<file path="src/rtl/core/sgno_pkg.sv">
package sgno_pkg;

	// Defaults for the top-level parameters.
	localparam int MAX_OCTAVES_DEF = 8;
	localparam int FRAC_BITS_DEF   = 16;

	// Multiplier of the multiply-xorshift hash.
	localparam logic [31:0] HASH_MUL = 32'h5bd1e995;

	// Configuration port.
	localparam int CFG_IDX_W  = 3;
	localparam int CFG_DATA_W = 32;

	localparam logic [CFG_IDX_W-1:0] REG_NOISE_SEED   = 3'd0;
	localparam logic [CFG_IDX_W-1:0] REG_BASE_FREQ    = 3'd1;
	localparam logic [CFG_IDX_W-1:0] REG_OCTAVE_TOTAL = 3'd2;
	localparam logic [CFG_IDX_W-1:0] REG_PERSISTENCE  = 3'd3;
	localparam logic [CFG_IDX_W-1:0] REG_LACUNARITY   = 3'd4;

	// Result field widths.
	localparam int NOISE_SUM_W  = 21;
	localparam int NOISE_UNIT_W = 16;

	typedef struct packed {
		logic [31:0] noise_seed;
		logic [7:0]  base_frequency;
		logic [3:0]  octave_total;
		logic [15:0] persistence_q16;
		logic [9:0]  lacunarity_q8;
	} cfg_t;

	// Gradient components, selected by the low three bits of a corner hash.
	localparam logic signed [1:0] GRAD_X [8] = '{2'sb01, 2'sb11, 2'sb01, 2'sb11,
		2'sb01, 2'sb11, 2'sb00, 2'sb00};
	localparam logic signed [1:0] GRAD_Y [8] = '{2'sb01, 2'sb01, 2'sb11, 2'sb11,
		2'sb00, 2'sb00, 2'sb01, 2'sb11};

endpackage

</file>
<file path="src/rtl/core/sgno_out_if.sv">
interface sgno_out_if;
	logic               valid;
	logic               ready;
	logic signed [20:0] noise_sum;
	logic [15:0]        noise_unit;

	modport source(output valid, output noise_sum, output noise_unit, input ready);
	modport sink(input valid, input noise_sum, input noise_unit, output ready);
endinterface

</file>
<file path="src/rtl/core/sgno_output.sv">
module sgno_output #(
	parameter int MAX_OCTAVES = sgno_pkg::MAX_OCTAVES_DEF,
	parameter int FRAC_BITS   = sgno_pkg::FRAC_BITS_DEF
) (
	input  logic       clk,
	input  logic       arst_n,
	input  logic       sum_valid,
	input  logic signed [FRAC_BITS+4+$clog2(MAX_OCTAVES)-1:0] sum_val,
	output logic       pipe_en,
	sgno_out_if.source out_ch
);

	localparam int SUM_W   = FRAC_BITS + 4 + $clog2(MAX_OCTAVES);
	localparam int SH_R    = (FRAC_BITS >= 16) ? FRAC_BITS - 16 : 0;
	localparam int SH_L    = (FRAC_BITS < 16) ? 16 - FRAC_BITS : 0;
	localparam int S16_RAW = SUM_W + SH_L + 1;
	localparam int S16_W   = (S16_RAW > 24) ? S16_RAW : 24;
	localparam int NS_W    = sgno_pkg::NOISE_SUM_W;
	localparam int NU_W    = sgno_pkg::NOISE_UNIT_W;

	localparam logic signed [S16_W-1:0] SAT_HI  = S16_W'(1048575);
	localparam logic signed [S16_W-1:0] SAT_LO  = S16_W'(-1048576);
	localparam logic signed [S16_W:0]   U_HALF  = (S16_W+1)'(65536);
	localparam logic signed [S16_W:0]   U_MAX   = (S16_W+1)'(65535);

	logic signed [S16_W-1:0] ext, s16;
	logic signed [S16_W:0]   up, half;
	logic signed [NS_W-1:0]  sat_v;
	logic [NU_W-1:0]         unit_v;

	logic                    vld_s1;
	logic signed [NS_W-1:0]  nsum_s1;
	logic [NU_W-1:0]         unit_s1;
	logic                    out_vld_q, skd_vld_q;
	logic signed [NS_W-1:0]  out_sum_q, skd_sum_q;
	logic [NU_W-1:0]         out_unit_q, skd_unit_q;

	always_comb begin
		ext  = S16_W'(sum_val);
		s16  = (ext >>> SH_R) <<< SH_L;
		up   = (S16_W+1)'(s16) + U_HALF;
		half = up >>> 1;
		if (s16 > SAT_HI) sat_v = NS_W'(SAT_HI);
		else if (s16 < SAT_LO) sat_v = NS_W'(SAT_LO);
		else sat_v = NS_W'(s16);
		if (half < 0) unit_v = '0;
		else if (half > U_MAX) unit_v = '1;
		else unit_v = NU_W'(half);
	end

	// The skid register takes the item that leaves the pipeline while the
	// output register is stalled; the pipeline stops only while it is full.
	assign pipe_en = !skd_vld_q;

	always_ff @(posedge clk or negedge arst_n) begin
		if (!arst_n) begin
			vld_s1    <= 1'b0;
			out_vld_q <= 1'b0;
			skd_vld_q <= 1'b0;
		end else begin
			if (pipe_en) vld_s1 <= sum_valid;
			if (out_ch.ready || !out_vld_q) begin
				out_vld_q <= skd_vld_q || vld_s1;
				skd_vld_q <= 1'b0;
			end else if (pipe_en && vld_s1) begin
				skd_vld_q <= 1'b1;
			end
		end
	end

	always_ff @(posedge clk) begin
		if (pipe_en) begin
			nsum_s1 <= sat_v;
			unit_s1 <= unit_v;
		end
		if (out_ch.ready || !out_vld_q) begin
			out_sum_q  <= skd_vld_q ? skd_sum_q : nsum_s1;
			out_unit_q <= skd_vld_q ? skd_unit_q : unit_s1;
		end else if (pipe_en) begin
			skd_sum_q  <= nsum_s1;
			skd_unit_q <= unit_s1;
		end
	end

	assign out_ch.valid      = out_vld_q;
	assign out_ch.noise_sum  = out_sum_q;
	assign out_ch.noise_unit = out_unit_q;

	a_skid_behind_out: assert property (@(posedge clk) disable iff (!arst_n)
		skd_vld_q |-> out_vld_q)
		else $error("skid register holds an item while the output register is empty");

	a_skid_on_stall: assert property (@(posedge clk) disable iff (!arst_n)
		$rose(skd_vld_q) |-> $past(out_vld_q && !out_ch.ready))
		else $error("skid register filled without an output stall");

	a_sat_hi_unit: assert property (@(posedge clk) disable iff (!arst_n)
		(out_ch.valid && out_ch.noise_sum == 21'sh0fffff) |-> out_ch.noise_unit == 16'hffff)
		else $error("saturated high sum without full unit value");

	a_sat_lo_unit: assert property (@(posedge clk) disable iff (!arst_n)
		(out_ch.valid && out_ch.noise_sum == -21'sd1048576) |-> out_ch.noise_unit == 16'h0000)
		else $error("saturated low sum without zero unit value");

endmodule

</file>
<file path="src/flat_wrapper.sv">
// flat-port wrapper written by rule: the top's interface ports become plain ports
module sgno_output_flat 
#(
	parameter int MAX_OCTAVES = sgno_pkg::MAX_OCTAVES_DEF,
	parameter int FRAC_BITS   = sgno_pkg::FRAC_BITS_DEF
)
  (clk, arst_n, sum_valid, sum_val, pipe_en, out_ch_valid, out_ch_noise_sum, out_ch_noise_unit, out_ch_ready);
  sgno_out_if out_ch_i ();
  input  logic clk;
  input  logic arst_n;
  input  logic sum_valid;
  input  logic signed [FRAC_BITS+4+$clog2(MAX_OCTAVES)-1:0] sum_val;
  output logic pipe_en;
  output wire logic [$bits(out_ch_i.valid)-1:0] out_ch_valid;
  output wire logic [$bits(out_ch_i.noise_sum)-1:0] out_ch_noise_sum;
  output wire logic [$bits(out_ch_i.noise_unit)-1:0] out_ch_noise_unit;
  input wire logic [$bits(out_ch_i.ready)-1:0] out_ch_ready;
  assign out_ch_valid = out_ch_i.valid;
  assign out_ch_noise_sum = out_ch_i.noise_sum;
  assign out_ch_noise_unit = out_ch_i.noise_unit;
  assign out_ch_i.ready = out_ch_ready;
  sgno_output #(.MAX_OCTAVES(MAX_OCTAVES), .FRAC_BITS(FRAC_BITS)) u_core (.clk(clk), .arst_n(arst_n), .sum_valid(sum_valid), .sum_val(sum_val), .pipe_en(pipe_en), .out_ch(out_ch_i));
endmodule
</file>
<file path="config.mk">
export PLATFORM = sky130hd
export DESIGN_NAME = sgno_output_flat
export DESIGN_NICKNAME = d
export VERILOG_FILES = /design/src/rtl/core/sgno_pkg.sv /design/src/rtl/core/sgno_out_if.sv /design/src/rtl/core/sgno_output.sv /design/src/flat_wrapper.sv
export SDC_FILE = /design/constraint.sdc
export NUM_CORES = 1
export LEC_CHECK = 0
export BUFFER_PORTS_ARGS = -buffer_cell sky130_fd_sc_hd__buf_2
export CELL_PAD_IN_SITES_DETAIL_PLACEMENT = 1
export CELL_PAD_IN_SITES_GLOBAL_PLACEMENT = 1
export CORE_ASPECT_RATIO = 0.7
export CORE_MARGIN = 4
export CORE_UTILIZATION = 25
export DETAILED_ROUTE_END_ITERATION = 6
export PLACE_DENSITY_LB_ADDON = 0.1
export SETUP_SLACK_MARGIN = 0.02
export SLEW_MARGIN = 20
export SYNTH_ARGS = -nofsm -noshare
export SYNTH_HDL_FRONTEND = slang
export SYNTH_SLANG_ARGS = --single-unit
</file>
<file path="constraint.sdc">
create_clock -name clk -period 3.35 [get_ports clk]
set_input_delay 0.67 -clock clk [delete_from_list [all_inputs] [get_ports clk]]
set_output_delay 0.67 -clock clk [all_outputs]
set_load 0.1 [all_outputs]
</file>
==> Yosys cells after proc, flatten, opt, wreduce, memory -nomap -nowiden <==
Cells that the tools add are included.
{ "op_classes": {"shift": 0, "bitwise": 0, "eq_ne": 0, "n_addsub": 1, "div": 0, "muxes": 6, "reduce_logical": 6, "multipliers": 0, "order_cmp": 4} }
{ "ops": {"columns": ["op", "n"], "rows": [
  ["21-bit 2-to-1 mux", 2],
  ["16-bit 2-to-1 mux", 2],
  ["23-bit by 18-bit adder with 24-bit output, second input constant", 1],
  ["23-bit by 17-bit greater-than comparator with 1-bit output, second input constant", 1],
  ["23-bit by 21-bit greater-than comparator with 1-bit output, second input constant", 1],
  ["23-bit by 1-bit < comparator with 1-bit output, second input constant", 1],
  ["23-bit by 21-bit < comparator with 1-bit output, second input constant", 1],
  ["1-bit logical NOT", 2],
  ["1-bit logical OR", 2],
  ["1-bit 2-to-1 mux", 2],
  ["2-bit nonzero test", 1],
  ["1-bit logical AND", 1]
]} }
{ "word_totals": {"mem_bits_ro": 0, "ff_bits": 114, "mem_count": 0, "latch_bits": 0, "ram_bits": 0, "input_bits": 27, "elab_cells": 26} }

==> Longest topological paths before layout <==
{ "depth": {"word_depth": 4, "ltp_mapped": 6, "mapped_depth_nobuf": 5} }

==> Worst setup path before layout <==
Ideal clock, no wire load.
{ "synth_timing": {"kind": "flip-flop to flip-flop", "startpoint": "register u_core.out_vld_q, in the netlist u_core.out_ch.valid", "endpoint": "register u_core.skd_sum_q[0] (enable)", "path_buffers": 0, "path_slack_ns": 0.017, "stages_incl_launch_ff": 3, "required_ns": 2.957, "arrival_ns": 2.940, "cell_sequence": "dfrtp_1 nand2b_1 inv_1"} }
{ "synth_between": {"elab_chain_cells": 2} }
{ "synth_lines": {"columns": ["element", "line_no", "source"], "rows": [
  ["start, declared", "sgno_output.sv:34", "logic out_vld_q, skd_vld_q;"],
  ["start signal, assigned", "sgno_output.sv:63", "out_vld_q <= skd_vld_q || vld_s1;"],
  ["1-bit logical NOT", "sgno_output.sv:76", "if (out_ch.ready || !out_vld_q) begin"],
  ["1-bit logical OR", "sgno_output.sv:76", null],
  ["end signal, assigned", "sgno_output.sv:80", "skd_sum_q <= nsum_s1;"],
  ["end, declared", "sgno_output.sv:35", "logic signed [NS_W-1:0] out_sum_q, skd_sum_q;"]
]} }
No other way between the ends.
A chain may end at the register's enable or synchronous reset.

==> Worst setup path in the final report <==
{ "layout_timing": {"startpoint": "input port sum_val[16]", "endpoint": "register u_core.unit_s1[6], data pin"} }
{ "layout_between": {"elab_chain_cells": 3, "elab_cells_between_ends": 4} }
{ "layout_lines": {"columns": ["element", "line_no", "source"], "rows": [
  ["start, declared", "flat_wrapper.sv:12", "input logic signed [FRAC_BITS+4+$clog2(MAX_OCTAVES)-1:0] sum_val;"],
  ["23-bit by 18-bit adder with 24-bit output (*)", "sgno_output.sv:41", "up = (S16_W+1)'(s16) + U_HALF;"],
  ["23-bit by 17-bit greater-than comparator with 1-bit output", "sgno_output.sv:47", "else if (half > U_MAX) unit_v = '1;"],
  ["16-bit 2-to-1 mux", "sgno_output.sv:47", null],
  ["end signal, assigned", "sgno_output.sv:74", "unit_s1 <= unit_v;"],
  ["end, declared", "sgno_output.sv:33", "logic [NU_W-1:0] unit_s1;"]
]} }
Mark *: on every way between the ends. The rest lies on a longest branch, timed or not.

==> impl_results.md <==
* Worst EP arrival at 2.30 ns
* Slowest CP cell: o41ai_4
* Filler instances at 1825
* Multi-input logic area at 1030 um2
* Post-Syn Instances at 273
* Highest Clock Rate at 0.453 GHz
* Tcrit/Tclk final at 65.9%
* Pwr Density at 820 nW/um2
* Final Net Count at 374
* Die height at 120 um
* Area growth from synthesis to layout at 25.4%
* Final Util at 32.4%
* Die Footprint at 20300 um2
* Outcome: finished clean
* Commonest cells in the netlist: edfxtp_1 (111), mux2_2 (38), nand2_1 (23)
* Post_cts resized at 0
* # H-tree levels at 4
* Core area at 17500 um2
* Clock sinks at 114
* Via count at 2575
* Share of post-route cells with drive strength above 1 at 40.8%
* Top cell type's share of synthesized area at 73.8%
* Slew HR at 38.5%
* Post-Syn Nets at 302
* CP startpoint kind: input pin
* Max Slew Vio Count at 0
* Clk_skew at 0.00946 ns
* CP Launch Point: sum_val[16]
* Clock Latency Late Sink at 0.41 ns
* Via density at 4.37
* Required time of the critical path at 3.45 ns
* 1st-iter DRT viols at 96
* Crit path to: u_core.unit_s1[6]
* Port bufs at 65
* DRC errors left at 0
* Initial Util at 25.9%
* Number of flops mapped to enable cells by yosys at 111
* WL/cell at 18.0 um
* Site Rows at 40
* Max Cap Violations at 0
* Avg Inst Size Synth at 16.6 um2
* Worst slew pin tran at 0.921 ns
* Cell area after layout at 5670 um2
* Final Setup Violations at 0
* Post-CTS Setup Inserts at 0
* Worst Hold Class: in2async
* Max VDD drop at 350 uV
* Leak Pwr at 2.02 nW
* Fin. Hold Viols at 0
* CTS tree: done
* Initial antenna violation count at 1
* DRT Wirelength at 10600 um
* HPWL after detailed placement at 6740 um
* Most common cell in the netlist: edfxtp_1
* Synth warnings at 0
* Clk slew on worst S/H paths at 0.05 ns
* Power Total at 0.00465 W
* Synth unique cells at 33
* DR pass1 iterations at 6
* Total CTS buffers at 17
* Share of synthesized registers carrying an async set or reset at 2.63%
* Placed inst area at 5100 um2
* CP Capture Type: flop
* Io pins at 66
* Largest net degree at the start of global routing at 40
* R2R depth at 2
* #FFs+latches synth at 114
* First-pass GRT wire length at 16500 um
* Hold_buf cts at 0
* Max Root-Sink Buffers at 2
* Hold WS at 0.0485 ns
* Largest stage delay on the critical path at 0.87 ns
* Die width at 169 um
* Reg-to-reg endpoint: u_core.skd_unit_q[7]
* Min Tclk post-route at 2.21 ns
* Register area at 3410 um2
* WS Path Type: in2reg
* Post-synthesis sequential area ratio at 75.4%
* Largest area contributor in the netlist: edfxtp_1
* GRT Total Usage at 10.9%
* Cells along the critical path: buf_2, inv_1, ha_1, o41ai_4, a31oi_1
* N_diodes at 0
* RSZ-0062 raised after global routing: false
* Post-synth top flop: edfxtp_1
* Synthesized area at 4520 um2
* Fin Setup TNS at 0 ns
* Final Wtd Congestion at 0.709
* Clock root buffer: clkbuf_16
* Leading cell types by total area after synthesis: edfxtp_1 (74%), mux2_2 (9.5%), a31oi_1 (2.2%)
* Vias in the first global route at 2696
* Post-route ant nets at 0
* FF-to-FF setup slack at 1.58 ns
* Reg-to-reg startpoint: u_core.out_ch.valid
* Critical Path Fanout Max at 16
* GRT overflow at 0
-- final cells by class --
cell class	count	area share [%]
clock buffer	18	7.57
clock inverter	14	2.47
inverter	4	0.331
multi-input combinational	139	18.1
sequential	114	60.1
tap	231	5.10
timing repair buffer	69	6.27
-- worst max-delay path, delay by kind of cell --
family | cells | cell delay [ns]
AO/OA/AOI/OAI | 2 | 1.07
adder cells (fa/ha/maj) | 1 | 0.34
buffers and inverters | 2 | 0.21
-- kinds of logic (layout without fill, tap and decap cells) --
group	Yosys count	after routing	share of synthesized area [%]
AOI/OAI and AO/OA	42	42	5.92
and+or+nand+nor	56	56	6.34
DFF	114	114	75.4
xor gates and xnor gates	1	1	0.194
adders and majority gates	2	2	0.554
buffers and inverters	20	105	2.10
muxes	38	38	9.47
-- layout by cell type, fill, tap and decap left out, drive strengths merged --
master    count
xnor2         1
nand4b        1
a31oi        16
o21a          1
clkinv        6
and4          1
a211oi        1
clkbuf       18
o41ai         1
nor3b         2
nand2        24
inv           4
nand2b        1
nor2          4
dfrtp         3
nand3         2
mux2         38
nand4         4
bufinv        2
nor4          1
a2111oi       1
a21boi        1
buf          69
o21ai        20
nor3         15
and2          1
a21oi         1
edfxtp      111
ha            2
clkinvlp      6
-- power by group --
part           switching (W)  internal, W
combinational       0.000825     0.000174
sequential         0.0000520      0.00184
clock               0.000663      0.00109
total                0.00154      0.00311
-- layer usage --
| layer | track usage, % | vias up | routed length (um) |
|---|---|---|---|
| met5 | 0 | - | 7 |
| met4 | 3.65 | 2 | 78 |
| met3 | 4.08 | 9 | 535 |
| met2 | 15.3 | 55 | 4480 |
| met1 | 15.5 | 1300 | 5490 |
| li1 | - | 1209 | - |
-- registers in the layout (all words and copies together), names as in the netlist --
signal	cells
u_core.nsum_s1	21
u_core.out_ch.noise_sum	21
u_core.out_ch.noise_unit	16
u_core.out_ch.valid	1
u_core.skd_sum_q	21
u_core.skd_unit_q	16
u_core.skd_vld_q	1
u_core.unit_s1	16
u_core.vld_s1	1
-- worst min-delay path by stage --
stage	startpoint	to	slack (ns)
after floorplan	arst_n	u_core.out_ch.valid	0.37
after global placement	arst_n	u_core.out_ch.valid	0.47
after detailed placement	arst_n	u_core.out_ch.valid	0.47
after CTS	arst_n	u_core.out_ch.valid	0.03
after global routing	arst_n	u_core.out_ch.valid	0.02
final	arst_n	u_core.out_ch.valid	0.05
-- through the flow --
stage	std cells	worst slack [ns]
after floorplan	273	0.705
after global placement	557	0.687
after detailed placement	557	0.724
after CTS	589	1.13
after global routing	589	1.02
final	589	1.14
(Power assumes the default switching activity.)
